--- config.mk ---
export PLATFORM = sky130hd
export DESIGN_NAME = fe25519_ctrl
export DESIGN_NICKNAME = d
export VERILOG_FILES = /design/src/hdl/fe25519_pkg.sv /design/src/hdl/fe25519_ctrl.sv
export SDC_FILE = /design/constraint.sdc
export NUM_CORES = 1
export LEC_CHECK = 0
export BUFFER_PORTS_ARGS = -buffer_cell sky130_fd_sc_hd__buf_2
export CORE_UTILIZATION = 60
export DETAILED_ROUTE_END_ITERATION = 8
export PLACE_DENSITY_LB_ADDON = 0.12
export SLEW_MARGIN = 20
export SYNTH_ARGS = -nofsm -noshare
export SYNTH_HDL_FRONTEND = slang
export SYNTH_SLANG_ARGS = --single-unit
--- constraint.sdc ---
create_clock -name clk -period 4 [get_ports clk]
set_input_delay 0.4 -clock clk [delete_from_list [all_inputs] [get_ports clk]]
set_output_delay 0.4 -clock clk [all_outputs]
set_load 0.005 [all_outputs]
--- src/hdl/fe25519_pkg.sv ---
// ----------------------------------------------------------------------------
// fe25519_pkg
// Shared types and constants for the GF(2^255-19) arithmetic unit.
// ----------------------------------------------------------------------------
package fe25519_pkg;

  localparam int FE_W   = 255;
  localparam int LIMB_W = 51;
  localparam int CNT_W  = 8;

  // Field prime and the fixed exponents
  localparam logic [FE_W-1:0] P_MOD   = '1 - 255'd18;
  localparam logic [FE_W-1:0] EXP_INV = P_MOD - 255'd2;
  localparam logic [FE_W-1:0] EXP_P58 = (P_MOD - 255'd5) >> 3;
  localparam logic [FE_W-1:0] SQRT_M1 =
    255'h2b8324804fc1df0b2b4d00993dfbd7a72f431806ad2fe478c4ee1b274a0ea0b0;

  // Operation codes
  localparam logic [3:0] MODE_ADD  = 4'd0;
  localparam logic [3:0] MODE_SUB  = 4'd1;
  localparam logic [3:0] MODE_MUL  = 4'd2;
  localparam logic [3:0] MODE_SQR  = 4'd3;
  localparam logic [3:0] MODE_NEG  = 4'd4;
  localparam logic [3:0] MODE_INV  = 4'd5;
  localparam logic [3:0] MODE_P58  = 4'd6;
  localparam logic [3:0] MODE_SQRT = 4'd7;
  localparam logic [3:0] MODE_EQ   = 4'd8;
  localparam logic [3:0] MODE_SEL  = 4'd9;

  typedef enum logic [3:0] {
    OP_NOP, OP_LOAD, OP_ADD, OP_SUB, OP_NEG, OP_SEL, OP_EQ, OP_CLR,
    OP_ACC_ONE, OP_RES_ACC, OP_RES_BETA
  } dp_op_t;

  typedef enum logic [2:0] {
    SRC_A, SRC_B, SRC_ACC, SRC_BETA, SRC_SQRTM1
  } src_t;

  typedef enum logic [1:0] {
    DST_ACC, DST_BETA, DST_RES
  } dst_t;

  typedef struct packed {
    dp_op_t op;
    logic   mul_start;
    src_t   xsel;
    src_t   ysel;
    dst_t   dst;
    logic   set_flag;
  } dp_cmd_t;

  typedef struct packed {
    logic mul_done;
    logic chk_eq_a;
    logic chk_eq_neg;
  } dp_stat_t;

endpackage

--- src/hdl/fe25519_ctrl.sv ---
// ----------------------------------------------------------------------------
// fe25519_ctrl
// Sequencer: dispatches each mode and walks the exponent for powers and roots.
// ----------------------------------------------------------------------------
module fe25519_ctrl
  import fe25519_pkg::*;
(
  input  logic       clk,
  input  logic       rst_n,
  input  logic       in_valid,
  input  logic [3:0] in_mode,
  output logic       in_ready,
  output logic       out_valid,
  input  logic       out_ready,
  input  dp_stat_t   stat,
  output dp_cmd_t    cmd
);

  typedef enum logic [8:0] {
    S_IDLE     = 9'b000000001,
    S_DISP     = 9'b000000010,
    S_POW_SQ   = 9'b000000100,
    S_POW_BIT  = 9'b000001000,
    S_POW_NEXT = 9'b000010000,
    S_SQ_CHK   = 9'b000100000,
    S_SQ_TEST  = 9'b001000000,
    S_MWAIT    = 9'b010000000,
    S_OUT      = 9'b100000000
  } state_t;

  state_t           state_r, state_nxt, ret_r, ret_nxt;
  logic [3:0]       mode_r;
  logic [CNT_W-1:0] bit_r, bit_nxt;
  logic             exp_bit;

  assign exp_bit = (mode_r == MODE_INV) ? EXP_INV[bit_r] : EXP_P58[bit_r];

  // Issue a multiply; the caller parks in the wait state
  function automatic dp_cmd_t mul_cmd(input src_t x, input src_t y, input dst_t d);
    dp_cmd_t c;
    c = '{op: OP_NOP, mul_start: 1'b1, xsel: x, ysel: y, dst: d, set_flag: 1'b0};
    return c;
  endfunction

  always_comb begin
    state_nxt = state_r;
    ret_nxt   = ret_r;
    bit_nxt   = bit_r;
    cmd       = '{op: OP_NOP, mul_start: 1'b0, xsel: SRC_A, ysel: SRC_A,
                  dst: DST_ACC, set_flag: 1'b0};
    in_ready  = 1'b0;
    out_valid = 1'b0;
    unique case (state_r)
      S_IDLE: begin
        in_ready = 1'b1;
        if (in_valid) begin
          cmd.op    = OP_LOAD;
          state_nxt = S_DISP;
        end
      end
      S_DISP: begin
        state_nxt = S_OUT;
        unique case (mode_r)
          MODE_ADD: cmd.op = OP_ADD;
          MODE_SUB: cmd.op = OP_SUB;
          MODE_NEG: cmd.op = OP_NEG;
          MODE_SEL: cmd.op = OP_SEL;
          MODE_EQ:  cmd.op = OP_EQ;
          MODE_MUL: begin
            cmd       = mul_cmd(SRC_A, SRC_B, DST_RES);
            ret_nxt   = S_OUT;
            state_nxt = S_MWAIT;
          end
          MODE_SQR: begin
            cmd       = mul_cmd(SRC_A, SRC_A, DST_RES);
            ret_nxt   = S_OUT;
            state_nxt = S_MWAIT;
          end
          MODE_INV, MODE_P58, MODE_SQRT: begin
            cmd.op    = OP_ACC_ONE;
            bit_nxt   = CNT_W'(FE_W - 1);
            state_nxt = S_POW_SQ;
          end
          default: cmd.op = OP_CLR;
        endcase
      end
      S_POW_SQ: begin
        cmd       = mul_cmd(SRC_ACC, SRC_ACC, DST_ACC);
        ret_nxt   = S_POW_BIT;
        state_nxt = S_MWAIT;
      end
      S_POW_BIT: begin
        if (exp_bit) begin
          cmd       = mul_cmd(SRC_ACC, SRC_A, DST_ACC);
          ret_nxt   = S_POW_NEXT;
          state_nxt = S_MWAIT;
        end else begin
          state_nxt = S_POW_NEXT;
        end
      end
      S_POW_NEXT: begin
        if (bit_r != '0) begin
          bit_nxt   = bit_r - 1'b1;
          state_nxt = S_POW_SQ;
        end else if (mode_r == MODE_SQRT) begin
          cmd       = mul_cmd(SRC_ACC, SRC_A, DST_BETA);
          ret_nxt   = S_SQ_CHK;
          state_nxt = S_MWAIT;
        end else begin
          cmd.op    = OP_RES_ACC;
          state_nxt = S_OUT;
        end
      end
      S_SQ_CHK: begin
        cmd       = mul_cmd(SRC_BETA, SRC_BETA, DST_ACC);
        ret_nxt   = S_SQ_TEST;
        state_nxt = S_MWAIT;
      end
      S_SQ_TEST: begin
        if (stat.chk_eq_a) begin
          cmd.op    = OP_RES_BETA;
          state_nxt = S_OUT;
        end else if (stat.chk_eq_neg) begin
          cmd          = mul_cmd(SRC_BETA, SRC_SQRTM1, DST_RES);
          cmd.set_flag = 1'b1;
          ret_nxt      = S_OUT;
          state_nxt    = S_MWAIT;
        end else begin
          cmd.op    = OP_CLR;
          state_nxt = S_OUT;
        end
      end
      S_MWAIT: begin
        if (stat.mul_done) begin
          state_nxt = ret_r;
        end
      end
      S_OUT: begin
        out_valid = 1'b1;
        if (out_ready) begin
          state_nxt = S_IDLE;
        end
      end
      default: state_nxt = S_IDLE;
    endcase
  end

  always_ff @(posedge clk) begin
    if (!rst_n) begin
      state_r <= S_IDLE;
      ret_r   <= S_IDLE;
      bit_r   <= '0;
    end else begin
      state_r <= state_nxt;
      ret_r   <= ret_nxt;
      bit_r   <= bit_nxt;
    end
  end

  // Latch the mode with the accepted word
  always_ff @(posedge clk) begin
    if (in_ready && in_valid) begin
      mode_r <= in_mode;
    end
  end

endmodule

# After elaboration in Yosys (flattened, before gate mapping)
# Memories as Yosys holds them, arrays and structs flattened. A register that Yosys moved wholly into a read port is not among the register bits.
# Cells that the tools add are included.
# word_totals
ramBits,0
out_inout_bits,16
latchBits,0
reg_bits,30
mem_bits_ro,512
n_memories,2
# op_classes
n_reduce_logical,11
muxes,42
bitwise_logic,0
multipliers,0
div,0
shift,0
n_eq_ne,29
order_cmp,1
addsub,1
# mem_list
memory,words,width,read_ports,rd_ports_with_merged_regs,write_ports,line_no,source
(name not given),256,1,1,1,0,fe25519_ctrl.sv:36,assign exp_bit = (mode_r == MODE_INV) ? EXP_INV[bit_r] : EXP_P58[bit_r];
(name not given),256,1,1,1,0,fe25519_ctrl.sv:36,
# op_table
op,n
2-to-1 mux 9 bit,13
case mux 9 bit (8 select lines),1
case mux 10 bit (6 select lines),1
2-to-1 mux 8 bit,7
case mux 9 bit (6 select lines),1
2-to-1 mux 10 bit,4
case mux 4 bit (7 select lines),1
"inequality test 2 bit, second input constant",10
case mux 10 bit (2 select lines),1
case mux 4 bit (5 select lines),1
case mux 9 bit (2 select lines),1
"== test 4 x 3 -> 1 bit, second input constant",4
case mux 8 bit (2 select lines),1
2-to-1 mux 14 bit,1
"== test 9 x 1 -> 1 bit, second input constant",1
"== test 9 x 2 -> 1 bit, second input constant",1
"== test 9 x 3 -> 1 bit, second input constant",1
"== test 9 x 4 -> 1 bit, second input constant",1
"== test 9 x 5 -> 1 bit, second input constant",1
"== test 9 x 6 -> 1 bit, second input constant",1
"== test 9 x 7 -> 1 bit, second input constant",1
"== test 9 x 8 -> 1 bit, second input constant",1
"== test 9 bit, second input constant",1
"less-than comparator 8 x 9 -> 1 bit, second input constant",1
other kinds (17),27

# Longest topological paths before layout
# Gate-level depths: netlist of the first run.
# depth
depth_word,6
ltp_mapped,9

# Worst setup path after synthesis of the first run
# OpenSTA, ideal clock, no wires.
# synth_timing
kind,reg2out
startpoint,register mode_r[1]
endpoint,output port cmd[9] (netlist name)
arrival_ns,1.888
path_buffers,1
stages_incl_launch_ff,7
slack_ns,1.712
path_cell_list,edfxtp_1 clkbuf_1 nor4bb_1 mux2i_1 o211ai_1 nor3b_1 inv_1
# synth_lines
item,line_no,source
"start, declared",fe25519_ctrl.sv:32,logic [3:0] mode_r;
"start signal, assigned",fe25519_ctrl.sv:163,mode_r <= in_mode;
"end, declared",fe25519_ctrl.sv:16,output dp_cmd_t cmd

==> flow_summary_export.csv, run 1 <==
group,metric,value,unit
floorplanning,io_pins,27,
synthesis,ys_types,59,
min_path,hold_path_depth,1,
clock_tree,hold_buffers,0,
min_path,min_from,"in_mode[2]",
floorplanning,fp.dieH,58.0,um
critical_path,cp_slowest_stage_delay,0.65,ns
global_route,grt_use_total,28.8,%
critical_path,cp-start-kind,"register",
power,power.leakage,0.880,nW
global_route,grt_max_degree,18,
critical_path,cp_num_buf_inv,2,
critical_path,r2r-start,"mode_r[1]$_DFFE_PP_",
job,drv_cap,0,
floorplanning,fp-row-count,19,
sta,rsz0062_at_grt,"no",
sta,final_max_slew_viol_count,0,
clock_tree,numCtsBuffers,5,
detailed_routing,vias_per_cell,6.25,
clock_tree,clock_sinks,29,
critical_path,r2r_end,"state_r[7]$_SDFFE_PN0P_",
critical_path,crit_arrival,2.66,ns
final_layout,final.fill_count,252,
sta,fin_setup_tns,0,ns
detailed_routing,drt_pass1_iterations,6,
critical_path,endpoint_kind,"primary output",
synthesis,synth-edff-count,4,
sta,skew,0.0102,ns
critical_path,path_delay_family,"simple AND/OR/NAND/NOR gates",
critical_path,reg2regPathDepth,6,
clock_tree,post_cts_buffers,0,
synthesis,avgSynthCellArea,7.91,um2
clock_tree,cts_root_buf,"clkbuf_4",
final_layout,antennaDiodeCount,0,
final_layout,final_common_cell,"nor2_1",
place,dp_hpwl,3.16,mm
detailed_routing,vias,1820,
sta,finalHoldViolations,0,
global_route,antenna_found_initial,0,
detailed_routing,routed_wl,4.36,mm
synthesis,synth_seq_area_share,33.0,%
critical_path,cp_num_cells,6,
clock_tree,clock_latency,0.34,ns
detailed_routing,drt-wirelength-per-cell,15.0,um
critical_path,path_cells,"nor4bb_1 > mux2i_1 > o211ai_1 > nor3b_1 > inv_1 > buf_2",
place,portBuffers,25,
clock_tree,cts_max_level,2,
sta,finalSetupViolations,0,
floorplanning,die_area,3360,um2
synthesis,synthCells,238,
critical_path,startpoint,"mode_r[1]$_DFFE_PP_",
synthesis,synth.cell_area,1880,um2
final_layout,final_cell_mix,"27 x nor2_1, 25 x dfxtp_1, 25 x buf_2, 19 x nand2_1, 17 x inv_1",
status,status,"finished, violations left",
min_path,min_path_type,"in2reg",
power,max-vdd-ir-drop,0.293,mV
final_layout,post-route-util,72.4,%
synthesis,synth_fp_nets,251,
detailed_routing,drtAntennaViolNets,0,
critical_path,cp_max_fo,9,
status,failed_checks,"DRC",
sta,fin_crit_sh,76.5,%
global_route,overflow,0,
clock_tree,clockBufferDepth,2,
critical_path,worst_ep_required_time,3.60,ns
clock_tree,cts_resized,0,
power,p_total,0.693,mW
sta,final.min_clock_period,3.06,ns
place,gp_congestion,0.914,
synthesis,ys_ff_latch,29,
global_route,grt_pass1_wl,7.39,mm
critical_path,rrSetupSlack,1.52,ns
detailed_routing,drc_errors,2,
floorplanning,die_x,58.0,um
final_layout,areaGrowthSynthToFinish,9.71,%
floorplanning,start_util,66.0,%
power,p_per_area,336,nW/um2
final_layout,finish.net_count,272,
floorplanning,design.core.area,2850,um2
synthesis,async_reset_ff_share,0,%
synthesis,yosysWarnings,0,
critical_path,slowest_stage,"nor3b_1",
final_layout,drive_gt1_share,16.9,%
clock_tree,path_clk_slew,0.10,ns
sta,fmax,0.327,GHz
clock_tree,tritoncts,"done",
critical_path,crit_type,"reg2out",
global_route,grt_pass1_vias,1606,
sta,slew_headroom,48.9,%
critical_path,critPathCapture,"cmd[9]",
sta,worstMarginPinSlew,0.761,ns
detailed_routing,drt_iter0_markers,149,
synthesis,synth_ff_type,"dfxtp_1",
==> metal layers <==
layer / track usage [%] / up-vias / routed length [um]
li1: - / 902 / -
met1: 39.9 / 835 / 2050
met2: 43.7 / 77 / 1930
met3: 7.59 / 6 / 323
met4: 9.52 / 0 / 53
met5: 0 / - / 0
==> cell usage after synthesis (3+ instances only) <==
cell      count  area [um2]
and2_1        4        25.0
inv_1        17        63.8
edfxtp_1      4         120
nor2_1       27         101
a21oi_1      13        65.1
dfxtp_1      25         500
a31oi_1       4        25.0
or2_2         3        18.8
nand3_1       9        45.0
nor3_1       13        65.1
nor4_1        5        31.3
a211oi_1      4        30.0
xor2_1        4        35.0
nand4_1       8        50.1
nand2_1      19        71.3
or3_1         6        37.5
o21ai_0       6        30.0
nor2b_1       7        43.8
o21a_1        3        22.5
o31ai_1       3        22.5
==> cells by family after synthesis <==
family	share of synthesized area, %
buf+inv	8.44
xor+xnor	1.86
other cells	0.199
flops	33.0
mux	2.26
fa+ha+maj	1.33
compound gates	17.7
simple gates	35.2
==> worst min-delay path by stage <==
| stage | end | slack [ns] |
|---|---|---|
| floorplan | state_r[3]$_SDFFE_PN0P_ | 0.41 |
| global placement | state_r[6]$_SDFFE_PN0P_ | 0.42 |
| detailed placement | state_r[6]$_SDFFE_PN0P_ | 0.42 |
| CTS | mode_r[2]$_DFFE_PP_ | 0.23 |
| global route | mode_r[3]$_DFFE_PP_ | 0.22 |
| finish | mode_r[2]$_DFFE_PP_ | 0.23 |
==> metrics by stage <==
stage          hold slack [ns]  setup WS [ns]  std cells  area, um2
6_report                 0.229          0.940        291       2060
5_1_grt                  0.215          0.755        291       2060
4_1_cts                  0.226          0.950        291       2060
3_5_place_dp             0.424           1.33        283       1960
3_3_place_gp             0.422           1.40        283       1960
2_1_floorplan            0.409           1.71        238       1880
==> final cells by class <==
cell class / instances / area [um2] / area share [%]
timing repair buffer: 26 / 133 / 6.42
clock inverter: 3 / 65.1 / 3.15
inverter: 18 / 67.6 / 3.27
tap: 31 / 38.8 / 1.88
sequential: 29 / 621 / 30.1
clock buffer: 5 / 37.5 / 1.82
multi-input combinational: 179 / 1100 / 53.4
==> sequential cells by signal, indices dropped and copies added (netlist names), named ones only <==
register / count
bit_r: 8
ret_r: 6
state_r: 9
mode_r: 4
==> power breakdown <==
group          leakage, nW  total, mW  internal [mW]  switching, mW
sequential           0.240      0.315          0.303         0.0114
clock               0.0552      0.303          0.193          0.110
combinational        0.585     0.0754         0.0298         0.0457
No activity file was read; power rests on OpenSTA's default activity.
==> inputs of run 2 (changes only) <==
--- a/config.mk
+++ b/config.mk
@@ -6,7 +6,7 @@
 export NUM_CORES = 1
 export LEC_CHECK = 0
 export BUFFER_PORTS_ARGS = -buffer_cell sky130_fd_sc_hd__buf_2
-export CORE_UTILIZATION = 60
+export CORE_UTILIZATION = 51
 export DETAILED_ROUTE_END_ITERATION = 8
 export PLACE_DENSITY_LB_ADDON = 0.12
 export SLEW_MARGIN = 20
==> constraint.sdc (replaced) <==
create_clock -name clk -period 2.6 [get_ports clk]
set_input_delay 0.26 -clock clk [delete_from_list [all_inputs] [get_ports clk]]
set_output_delay 0.26 -clock clk [all_outputs]
set_load 0.005 [all_outputs]
==> run 2 against run 1 <==
  * The run now ends clean
  * Clock-buffer cell count increased by 2
  * Clock skew decreased by 0.0057 ns
  * Wire length increased by 11%
  * Clock power increased by 51%
  * Critical path type unchanged
  * Combinational power increased by 75%
  * Sequential power increased by 53%
  * Worst setup slack got worse by 0.79 ns
  * Critical path depth decreased by 1
  * First-iteration DRC count increased by 47%
  * Global-route usage decreased by 2.8 points
  * Largest power group unchanged
  * Critical endpoint is now cmd[10]
  * Largest cell class unchanged
  * Final cell count increased by 7.9%
==> flow_summary_export.csv, run 2 (synthesis gave the netlist of run 1 again) <==
group,metric,value,unit
global_route,grt.busiest_layer,"met2",
global_route,antenna_found_initial,0,
clock_tree,path_clk_slew,0.07,ns
clock_tree,post_cts_buffers,0,
global_route,grt_max_degree,14,
clock_tree,tritoncts,"done",
place,dp_cells,306,
global_route,grt_pass1_wl,7.99,mm
global_route,met2_usage,39.4,%
place,dp_slack,0.290,ns
final_layout,finish.net_count,280,
sta,finalSetupViolations,0,
place,portBuffers,25,
min_path,min_path_type,"in2reg",
final_layout,largest_register_ffs,9,
place,dp_hpwl,3.56,mm
floorplanning,die_area,3940,um2
sta,finalHoldViolations,0,
final_layout,largestRegisters,"state_r x9, bit_r x8, ret_r x6",
detailed_routing,drt-wirelength-per-cell,15.4,um
clock_tree,clock_sinks,29,
power,p_comb_share,12.3,%
clock_tree,clock_latency,0.28,ns
power,max-vdd-ir-drop,0.385,mV
detailed_routing,vias,1898,
final_layout,fin_cells,314,
sta,worst_slack,0.145,ns
power,power_switching,0.278,mW
clock_tree,cts_root_buf,"clkbuf_8",
final_layout,final_cell_mix,"27 x nor2_1, 25 x dfxtp_1, 25 x buf_2, 18 x nand2_1, 17 x inv_1",
floorplanning,design.core.area,3440,um2
final_layout,ff_latch_area,621,um2
clock_tree,cts_max_level,2,
critical_path,crit_arrival,2.19,ns
final_layout,largest_register,"state_r",
status,status,"complete, no violations",
global_route,grt_use_total,26.0,%
detailed_routing,drt_iter0_markers,219,
final_layout,final_common_cell,"nor2_1",
critical_path,cp_max_fo,7,
final_layout,multiInputGateArea,1120,um2
sta,fmax,0.407,GHz
floorplanning,io_pins,27,
power,swShare,26.0,%
power,p_int,0.792,mW
floorplanning,start_util,54.7,%
detailed_routing,drc_errors,0,
critical_path,cp-start-kind,"register",
sta,fin_setup_tns,0,ns
detailed_routing,drt_pass1_iterations,4,
sta,holdWs,0.156,ns
critical_path,endpoint_kind,"primary output",
power,p_total,1.07,mW
global_route,overflow,0,
final_layout,drive_gt1_share,20.9,%
job,drv_cap,0,
sta,rsz0062_at_grt,"no",
critical_path,worst_ep_required_time,2.34,ns
power,clockPowerShare,42.7,%
power,power.leakage,0.926,nW
place,gp_congestion,1.03,
power,p_per_area,492,nW/um2
place,postPlaceCellArea,2040,um2
sta,skew,0.00447,ns
final_layout,post-route-util,63.2,%
power,seqPwrFrac,45.0,%
final_layout,fin_area,2180,um2
final_layout,final.fill_count,311,
clock_tree,numCtsBuffers,5,
final_layout,antennaDiodeCount,0,
global_route,grt_pass1_vias,1661,
critical_path,crit_type,"reg2out",
sta,fin_crit_sh,94.4,%
detailed_routing,routed_wl,4.85,mm
floorplanning,die_x,62.7,um
final_layout,areaGrowthSynthToFinish,15.6,%
global_route,grtUsageMet1,36.7,%
detailed_routing,drtAntennaViolNets,0,
sta,final_max_slew_viol_count,0,
clock_tree,clockBufferDepth,2,
global_route,met3_usage,5.11,%
detailed_routing,vias_per_cell,6.04,
sta,final.min_clock_period,2.45,ns
floorplanning,fp.dieH,62.7,um
floorplanning,fp-row-count,21,
run 2: repair_timing:
action | in CTS | in global routing
hold buffers | 0 | 0
resized for setup | 0 | 4
setup endpoints to repair | 0 | 5
endpoints found under the hold margin | 0 | 0
run 2: critical path: stages (launching register included):
cell and delay, ns:
dfxtp_1 0.36, nor4_2 0.46, nand4b_1 0.38, or3_1 0.46, o211ai_1 0.10, buf_2 0.14
run 2: path summary, 6_finish.rpt:
| path | startpoint | end | slack [ns] | cells after the start |
|---|---|---|---|---|
| worst max-delay path | state_r[4]$_SDFFE_PN0P_ | cmd[10] | 0.15 | 5 |
| worst min-delay path | in_mode[0] | mode_r[0]$_DFFE_PP_ | 0.16 | 1 |
| worst max register to register | bit_r[0]$_SDFFE_PN0N_ | register | 0.24 | 8 |
| worst min register to register | ret_r[3]$_SDFFE_PN0P_ | state_r[3]$_SDFFE_PN0P_ | 0.44 | 2 |
run 2: cell type report:
cell class                 count  share of cell area, %
multi-input combinational    179                   51.6
sequential                    29                   28.5
timing repair buffer          34                   8.86
clock buffer                   7                   4.95
inverter                      18                   3.11
tap                           46                   2.65
clock inverter                 1                  0.288
run 2: per-layer routing:
metal | share of wire [%] | wire length [um] | vias to the layer above
met1 | 47 | 2270 | 884
met4 | 0.91 | 44 | 0
met2 | 45 | 2180 | 83
met5 | 0 | 0 | -
li1 | - | - | 925
met3 | 7.3 | 356 | 6
run 2: power groups by stage:
| stage | clock [mW] | combinational [mW] | sequential (mW) |
|---|---|---|---|
| CTS | 0.464 | 0.127 | 0.481 |
| global placement | 0 | 0.126 | 0.491 |
| floorplan | 0 | 0.0901 | 0.487 |
| finish | 0.457 | 0.132 | 0.482 |
| detailed placement | 0 | 0.126 | 0.491 |
| global route | 0.486 | 0.145 | 0.483 |
==> inputs of run 3 (changes only) <==
--- a/config.mk
+++ b/config.mk
@@ -6,6 +6,7 @@
 export NUM_CORES = 1
 export LEC_CHECK = 0
 export BUFFER_PORTS_ARGS = -buffer_cell sky130_fd_sc_hd__buf_2
+export CORE_ASPECT_RATIO = 0.75
 export CORE_UTILIZATION = 51
 export DETAILED_ROUTE_END_ITERATION = 8
 export PLACE_DENSITY_LB_ADDON = 0.12
==> run 3 against run 2 <==
  * Global-route usage shrank 0.060 points
  * Clock power shrank 21%
  * Critical endpoint unchanged
  * Via count is essentially flat
  * Wire length shrank 1.9%
  * Critical path type unchanged
  * First-iteration DRC count grew 5.5%
  * Largest cell class unchanged
==> flow_summary_export.csv, run 3 (synthesis gave the netlist of run 1 again) <==
group,metric,value,unit
status,status,"complete, no violations",
place,portBuffers,25,
final_layout,final_cell_mix,"27 x nor2_1, 25 x dfxtp_1, 25 x buf_2, 18 x nand2_1, 17 x inv_1",
global_route,antenna_found_initial,0,
clock_tree,tritoncts,"done",
power,p_total,0.979,mW
detailed_routing,drc_errors,0,
critical_path,crit_arrival,2.18,ns
clock_tree,clock_sinks,29,
final_layout,antennaDiodeCount,0,
floorplanning,die_area,3940,um2
power,max-vdd-ir-drop,0.340,mV
final_layout,final.fill_count,299,
critical_path,crit_type,"reg2out",
floorplanning,io_pins,27,
sta,skew,0.00509,ns
final_layout,final_common_cell,"nor2_1",
global_route,grt_pass1_wl,7.61,mm
global_route,grt_use_total,25.9,%
clock_tree,cts_root_buf,"clkbuf_8",
final_layout,drive_gt1_share,21.8,%
clock_tree,numCtsBuffers,5,
min_path,min_path_type,"in2reg",
floorplanning,die_x,72.1,um
final_layout,largestRegisters,"state_r x9, bit_r x8, ret_r x6",
detailed_routing,routed_wl,4.76,mm
critical_path,endpoint_kind,"primary output",
sta,final.min_clock_period,2.44,ns
critical_path,worst_ep_required_time,2.34,ns
final_layout,areaGrowthSynthToFinish,15.8,%
place,dp_hpwl,3.57,mm
detailed_routing,vias_per_cell,5.91,
critical_path,cp_max_fo,8,
floorplanning,design.core.area,3400,um2
sta,finalHoldViolations,0,
detailed_routing,drtAntennaViolNets,0,
clock_tree,hold_buffers,0,
detailed_routing,vias,1897,
global_route,overflow,0,
sta,slew_headroom,67.2,%
clock_tree,clockBufferDepth,2,
floorplanning,fp-row-count,18,
sta,finalSetupViolations,0,
final_layout,largest_register_ffs,9,
clock_tree,clock_latency,0.28,ns
sta,rsz0062_at_grt,"no",
detailed_routing,drt_pass1_iterations,4,
detailed_routing,drt_iter0_markers,231,
clock_tree,post_cts_buffers,0,
clock_tree,cts_max_level,2,
sta,final_max_slew_viol_count,0,
global_route,grt_pass1_vias,1553,
clock_tree,path_clk_slew,0.06,ns
global_route,grt_max_degree,14,
final_layout,finish.net_count,283,
detailed_routing,drt-wirelength-per-cell,14.8,um
sta,worstMarginPinSlew,0.480,ns
sta,fin_crit_sh,93.8,%
sta,fin_setup_tns,0,ns
sta,worst_slack,0.161,ns
power,p_per_area,449,nW/um2
final_layout,largest_register,"state_r",
sta,fmax,0.410,GHz
floorplanning,fp.dieH,54.6,um
place,gp_congestion,0.944,
job,drv_cap,0,
floorplanning,start_util,55.3,%
place,dp_slack,0.251,ns
final_layout,post-route-util,64.1,%
critical_path,cp-start-kind,"register",
power,power.leakage,0.925,nW
run 3: what timing repair did:
item                                    CTS  global route
endpoints found under the setup margin    1             4
gates resized for setup                   1             4
endpoints found under the hold margin     0             0
pin swaps                                 0             1
run 3: layout make-up:
cell class | count | area (um2) | area share, %
timing repair buffer | 37 | 215 | 9.88
tap | 50 | 62.6 | 2.87
multi-input combinational | 179 | 1130 | 51.9
inverter | 18 | 67.6 | 3.10
sequential | 29 | 621 | 28.5
clock buffer | 6 | 72.6 | 3.33
clock inverter | 2 | 10.0 | 0.460
run 3: metal layers:
layer  wire (um)  up-vias  track usage, %
met5           0        -               0
met3         354        6            5.71
met1        2440      888            39.2
met4          53        0            6.86
li1            -      926               -
met2        1900       77            36.4
run 3: worst paths after layout:
path | from | endpoint | slack, ns | cells after the start
worst max register to register | bit_r[0]$_SDFFE_PN0N_ | register | 0.26 | 8
worst min register to register | ret_r[6]$_SDFFE_PN0P_ | state_r[6]$_SDFFE_PN0P_ | 0.43 | 2
worst max-delay path | state_r[0]$_SDFFE_PN1P_ | cmd[10] | 0.16 | 5
worst min-delay path | in_mode[0] | mode_r[0]$_DFFE_PP_ | 0.16 | 1
run 3: worst max-delay path: stages (launching register included):
cell and delay [ns]:
dfxtp_1 0.35, nor2_1 0.42, nand4b_1 0.42, or3_1 0.46, o211ai_1 0.10, buf_2 0.14
run 3: report_power, final:
| group | internal, mW | switching, mW |
|---|---|---|
| Clock | 0.185 | 0.176 |
| Combinational | 0.0561 | 0.0839 |
| Sequential | 0.467 | 0.0114 |
run 3: through the flow:
| step | instances | hold WS [ns] | cell area, um2 |
|---|---|---|---|
| 6_report | 321 | 0.156 | 2180 |
| 3_5_place_dp | 313 | 0.424 | 2070 |
| 5_1_grt | 321 | 0.149 | 2180 |
| 4_1_cts | 321 | 0.151 | 2160 |
| 3_3_place_gp | 313 | 0.416 | 2070 |
| 2_1_floorplan | 238 | 0.359 | 1880 |
